<file path="config.mk">
export PLATFORM = sky130hd
export DESIGN_NAME = sc2c_ctrl
export DESIGN_NICKNAME = d
export VERILOG_FILES = /design/src/rtl/core/sc2c_pkg.sv /design/src/rtl/core/sc2c_ctrl.sv
export SDC_FILE = /design/constraint.sdc
export NUM_CORES = 1
export LEC_CHECK = 0
export ABC_AREA = 1
export ABC_CLOCK_PERIOD_IN_PS = 1300
export BUFFER_PORTS_ARGS = -buffer_cell sky130_fd_sc_hd__buf_2
export CAP_MARGIN = 20
export CORE_AREA = 2 2 39 41
export CTS_BUF_LIST = sky130_fd_sc_hd__clkbuf_2 sky130_fd_sc_hd__clkbuf_4 sky130_fd_sc_hd__clkbuf_8
export DETAILED_ROUTE_END_ITERATION = 16
export DIE_AREA = 0 0 41 43
export GPL_TIMING_DRIVEN = 1
export HOLD_SLACK_MARGIN = 0.1
export PLACE_DENSITY = 0.42
export SETUP_SLACK_MARGIN = 0.3
export SYNTH_ARGS = -nofsm -noshare
export SYNTH_HDL_FRONTEND = slang
export SYNTH_SLANG_ARGS = --single-unit
</file>
<file path="constraint.sdc">
create_clock -name i_clk -period 1.3 [get_ports i_clk]
set_clock_uncertainty 0.1 [all_clocks]
set_input_delay 0.26 -clock i_clk [delete_from_list [all_inputs] [get_ports i_clk]]
set_output_delay 0.26 -clock i_clk [all_outputs]
set_load 0.005 [all_outputs]
</file>
<file path="src/rtl/core/sc2c_pkg.sv">
package sc2c_pkg;

    // Default ring depth of the character queue.
    localparam int FIFO_DEPTH_DEF = 1024;

    // Scan codes with a meaning of their own.
    localparam logic [7:0] SC_LSHIFT_MAKE  = 8'h2A;
    localparam logic [7:0] SC_LSHIFT_BREAK = 8'hAA;
    localparam logic [7:0] SC_RSHIFT_MAKE  = 8'h36;
    localparam logic [7:0] SC_RSHIFT_BREAK = 8'hB6;
    localparam logic [7:0] SC_CAPS_MAKE    = 8'h3A;
    localparam logic [7:0] SC_FORCE_CAPS   = 8'h27;
    localparam logic [7:0] SC_ARROW_UP     = 8'd72;
    localparam logic [7:0] SC_ARROW_DOWN   = 8'd80;
    localparam logic [7:0] SC_ARROW_LEFT   = 8'd75;
    localparam logic [7:0] SC_ARROW_RIGHT  = 8'd77;
    localparam logic [7:0] SC_TABLE_LIMIT  = 8'd58;

    // Characters produced by the arrow keys.
    localparam logic [7:0] CH_ARROW_UP    = 8'h80;
    localparam logic [7:0] CH_ARROW_DOWN  = 8'h81;
    localparam logic [7:0] CH_ARROW_LEFT  = 8'h82;
    localparam logic [7:0] CH_ARROW_RIGHT = 8'h83;

    // Word index of the layout register on the configuration port.
    localparam logic REG_LAYOUT = 1'b0;

    typedef enum logic [1:0] {
        CMD_SCAN  = 2'd0,
        CMD_POP   = 2'd1,
        CMD_PEEK  = 2'd2,
        CMD_CLEAR = 2'd3
    } t_cmd_code;

    // Controller to datapath.
    typedef struct packed {
        logic capture;
        logic exec;
        logic load_rd;
    } t_dp_cmd;

    // Datapath to controller.
    typedef struct packed {
        logic rd_pending;
    } t_dp_sts;

    // Each entry is {shifted, unshifted}. Entries past the table range are zero.
    localparam logic [15:0] KEY_EN [0:63] = '{
        16'h0000, 16'h1B1B, 16'h2131, 16'h4032, 16'h2333, 16'h2434, 16'h2535, 16'h5E36,
        16'h2637, 16'h2A38, 16'h2839, 16'h2930, 16'h5F2D, 16'h2B3D, 16'h0808, 16'h0909,
        16'h5171, 16'h5777, 16'h4565, 16'h5272, 16'h5474, 16'h5979, 16'h5575, 16'h4969,
        16'h4F6F, 16'h5070, 16'h7B5B, 16'h7D5D, 16'h0A0A, 16'h0000, 16'h4161, 16'h5373,
        16'h4464, 16'h4666, 16'h4767, 16'h4868, 16'h4A6A, 16'h4B6B, 16'h4C6C, 16'h3A3B,
        16'h2227, 16'h7E60, 16'h0000, 16'h7C5C, 16'h5A7A, 16'h5878, 16'h4363, 16'h5676,
        16'h4262, 16'h4E6E, 16'h4D6D, 16'h3C2C, 16'h3E2E, 16'h3F2F, 16'h0000, 16'h0000,
        16'h0000, 16'h2020, 16'h0000, 16'h0000, 16'h0000, 16'h0000, 16'h0000, 16'h0000
    };

    // Spanish layout; the non-ASCII keys carry Latin-1 codes.
    localparam logic [15:0] KEY_ES [0:63] = '{
        16'h0000, 16'h1B1B, 16'h2131, 16'h2232, 16'h2333, 16'h2434, 16'h2535, 16'h2636,
        16'h2F37, 16'h2838, 16'h2939, 16'h3D30, 16'h3F27, 16'hA1BF, 16'h0808, 16'h0909,
        16'h5171, 16'h5777, 16'h4565, 16'h5272, 16'h5474, 16'h5979, 16'h5575, 16'h4969,
        16'h4F6F, 16'h5070, 16'h2260, 16'h2A2B, 16'h0A0A, 16'h0000, 16'h4161, 16'h5373,
        16'h4464, 16'h4666, 16'h4767, 16'h4868, 16'h4A6A, 16'h4B6B, 16'h4C6C, 16'h7E7F,
        16'h5B7B, 16'h7E60, 16'h0000, 16'h5D7D, 16'h5A7A, 16'h5878, 16'h4363, 16'h5676,
        16'h4262, 16'h4E6E, 16'h4D6D, 16'h3B2C, 16'h3A2E, 16'h5F2D, 16'h0000, 16'h0000,
        16'h0000, 16'h2020, 16'h0000, 16'h0000, 16'h0000, 16'h0000, 16'h0000, 16'h0000
    };

    function automatic logic [15:0] key_lookup(input logic lay, input logic [5:0] code);
        return lay ? KEY_ES[code] : KEY_EN[code];
    endfunction

endpackage

</file>
<file path="src/rtl/core/sc2c_ctrl.sv">
module sc2c_ctrl (
    input  logic              i_clk,
    input  logic              i_rst_n,
    input  logic              i_in_valid,
    input  logic              i_out_stall,
    input  sc2c_pkg::t_dp_sts i_sts,
    output sc2c_pkg::t_dp_cmd o_cmd,
    output logic              o_in_stall,
    output logic              o_out_valid
);

    typedef enum logic [3:0] {
        ST_IDLE   = 4'b0001,
        ST_EXEC   = 4'b0010,
        ST_RDWAIT = 4'b0100,
        ST_OUT    = 4'b1000
    } t_state;

    t_state r_state, n_state;

    always_comb begin
        n_state = r_state;
        o_cmd   = '0;
        unique case (r_state)
            ST_IDLE: begin
                if (i_in_valid) begin
                    o_cmd.capture = 1'b1;
                    n_state       = ST_EXEC;
                end
            end
            ST_EXEC: begin
                o_cmd.exec = 1'b1;
                n_state    = i_sts.rd_pending ? ST_RDWAIT : ST_OUT;
            end
            ST_RDWAIT: begin
                o_cmd.load_rd = 1'b1;
                n_state       = ST_OUT;
            end
            ST_OUT: begin
                if (!i_out_stall) begin
                    n_state = ST_IDLE;
                end
            end
            default: begin
                n_state = ST_IDLE;
            end
        endcase
    end

    always_ff @(posedge i_clk) begin
        if (!i_rst_n) begin
            r_state <= ST_IDLE;
        end else begin
            r_state <= n_state;
        end
    end

    assign o_in_stall  = (r_state != ST_IDLE);
    assign o_out_valid = (r_state == ST_OUT);

endmodule
</file>
==> flow_summary.ini <==
[sta]
finalSetupViolCount = 3
hold_ws_ns = 0.164
fmax_ghz = 0.738
relSlewSlack = 0.859
period_needed_ns = 1.36
setup_ws_ns = -0.0551
grt_setup_unrepaired = true
slew_viol_final = 0
hold_viol = 0
fin_crit_sh = 1.04
max_slew.worst_pin.slew_ns = 0.210

[placed_design]
dpl.hpwl_um = 433
gp_congestion = 0.733
portBuffers = 9
dp_cells = 64
placed_area_um2 = 312

[worst_setup_path]
cp.required_ns = 0.94
cp-start-kind = flop
crit_chain = nor4_1 > buf_2
crit_type = flop to primary output
crit_arrival_ns = 1.00
crit_fanout = 4
slowest_stage = dfxtp_4
critPathMaxStageDelay_ns = 0.35
end_kind = primary output

[final_layout]
area_growth_pct = 65.1
multiInputGateArea_um2 = 143
top_register = r_state
antennaDiodeCount = 0
regArea_um2 = 92.6
drive_gt1_frac = 0.564
design_area_um2 = 397
largest_register_ffs = 4
top_regs = r_state x4
fillers = 156
utilization = 0.287
nNetsFinal = 62
fin_cells = 71

[grt]
grt_start_max_net_pins = 5
globalRoute.totalOverflow = 0
grt_pass1_wl_um = 966
grt_pass1_vias = 259
track_usage = 0.0874
antenna_found_initial = 0

[clock_tree]
cts-htree-levels = 1
insertion_delay_ns = 0.23
clock-sinks = 4
cts_tree = done
root_buffer = clkbuf_4
clock_path_buffers = 2
cts_buffers = 3
cts.clk_slew.worst_paths_ns = 0.04
cts_hold_buf = 0

[synth]
ys_async_sr_fraction = 0
yosysMostFrequentCell = inv_1
synth_flop_cell = dfxtp_1
netlist_top_cells_count = 9 x inv_1, 8 x nand2_1, 5 x nor2_1, 4 x dfxtp_1, 4 x nor2_2
synth_cell_type_count = 12
syn_inst = 39
syn_nets = 44
ys.warnings.count = 0
synth-seq-cells = 4
synth_edf_count = 0
yosysTopAreaCell = dfxtp_1
synth_seq_area_share = 0.333
netlist_area_um2 = 240
synth_area_per_cell_um2 = 6.16
synth_top_area_share = 0.333
synth.top_cells.by_area = dfxtp_1 33%, inv_1 14%, nand2_1 13%

[die]
rows = 14
dieHeight_um = 43
coreArea_um2 = 1380
ios = 10
start_util = 0.174
die-area_um2 = 1760
die_w_um = 41

[routing]
ant_nets = 0
viasPerCell = 3.82
wl_per_cell_um = 8.27
drc = 0
drtIter0Drc = 5
first_pass_iters = 2
via_count = 271
drt_wl_total_um = 587

[power_and_ir_drop]
swShare = 0.281
pwr-share-comb = 0.241
p_int_w = 0.000280
ir_drop_mv = 0.418
p_total_w = 0.000390
p_per_area_nw_per_um2 = 983
switchingPower_w = 0.000110
pwr-share-clk = 0.395
p_seq_frac = 0.364
leakage_nw = 0.225

[outcome]
violations = setup timing
status = finished with violations

[worst_hold_path]
hp-class = primary input to flop

[flow_run]
cap_violations = 0
## cell usage in the layout (no fill, tap or decap)
master	instances
buf_4	4
nand2_1	7
clkbuf_4	3
nor4_1	1
buf_6	1
inv_1	8
nor3_2	1
nor2_1	4
nor2_2	3
buf_2	8
inv_2	2
and2_4	1
nand2_2	2
dfxtp_4	3
nand3_1	3
nor2_4	2
dfxtp_2	1
nand3b_1	1
## final timing paths
path | cells after the start | to | start | slack (ns)
hold reg to reg | 4 | r_state[1] | r_state[2] | 0.57
setup / recovery | 2 | o_out_valid | r_state[2] | -0.06
setup reg to reg | 7 | r_state[0] | r_state[1] | 0.16
hold / removal | 3 | r_state[3] | i_rst_n | 0.16
## cell families (layout without fill, tap and decap cells)
| logic type | count (synthesis) | in the layout | synth area share |
|---|---|---|---|
| buf+inv | 10 | 26 | 0.156 |
| flops | 4 | 4 | 0.333 |
| simple gates | 25 | 25 | 0.510 |
## routing by layer
| metal | up-vias | GRT usage | share of wire |
|---|---|---|---|
| met5 | - | 0 | 0 |
| met4 | 0 | 0.0600 | 0 |
| met3 | 0 | 0.0628 | 0.061 |
| met2 | 10 | 0.116 | 0.46 |
| met1 | 114 | 0.0935 | 0.47 |
| li1 | 147 | - | - |
## layout make-up
| class | instances | area share |
|---|---|---|
| Timing Repair Buffer | 13 | 0.205 |
| Inverter | 10 | 0.0946 |
| Multi-Input combinational cell | 25 | 0.360 |
| Tap cell | 16 | 0.0505 |
| Sequential cell | 4 | 0.233 |
| Clock buffer | 3 | 0.0568 |
## through the flow
step	setup TNS (ns)	setup slack (ns)
CTS	-0.174	-0.0556
global route	-0.411	-0.103
detailed placement	0	0.154
global placement	0	0.139
floorplan	0	0.274
finish	-0.145	-0.0551
## critical path: cells and delay by family, from the launching register on
kind,cells,cell delay (ns)
flops,1,0.35
simple gates,1,0.26
buf+inv,1,0.15
## what timing repair did
action / in CTS / in global routing
buffers inserted: 4 / 0
setup endpoints to repair: 6 / 9
gates resized for setup: 7 / 3
pin swaps: 4 / 1
## power by group through the flow
| stage | clock network, W | logic [W] | registers, W |
|---|---|---|---|
| CTS | 0.000162 | 0.0000888 | 0.000143 |
| detailed placement | 0 | 0.0000732 | 0.000145 |
| global route | 0.000175 | 0.000103 | 0.000143 |
| floorplan | 0 | 0.0000495 | 0.000142 |
| global placement | 0 | 0.0000729 | 0.000145 |
| finish | 0.000154 | 0.0000940 | 0.000142 |
Note: power is estimated with default switching activity, not from simulation.
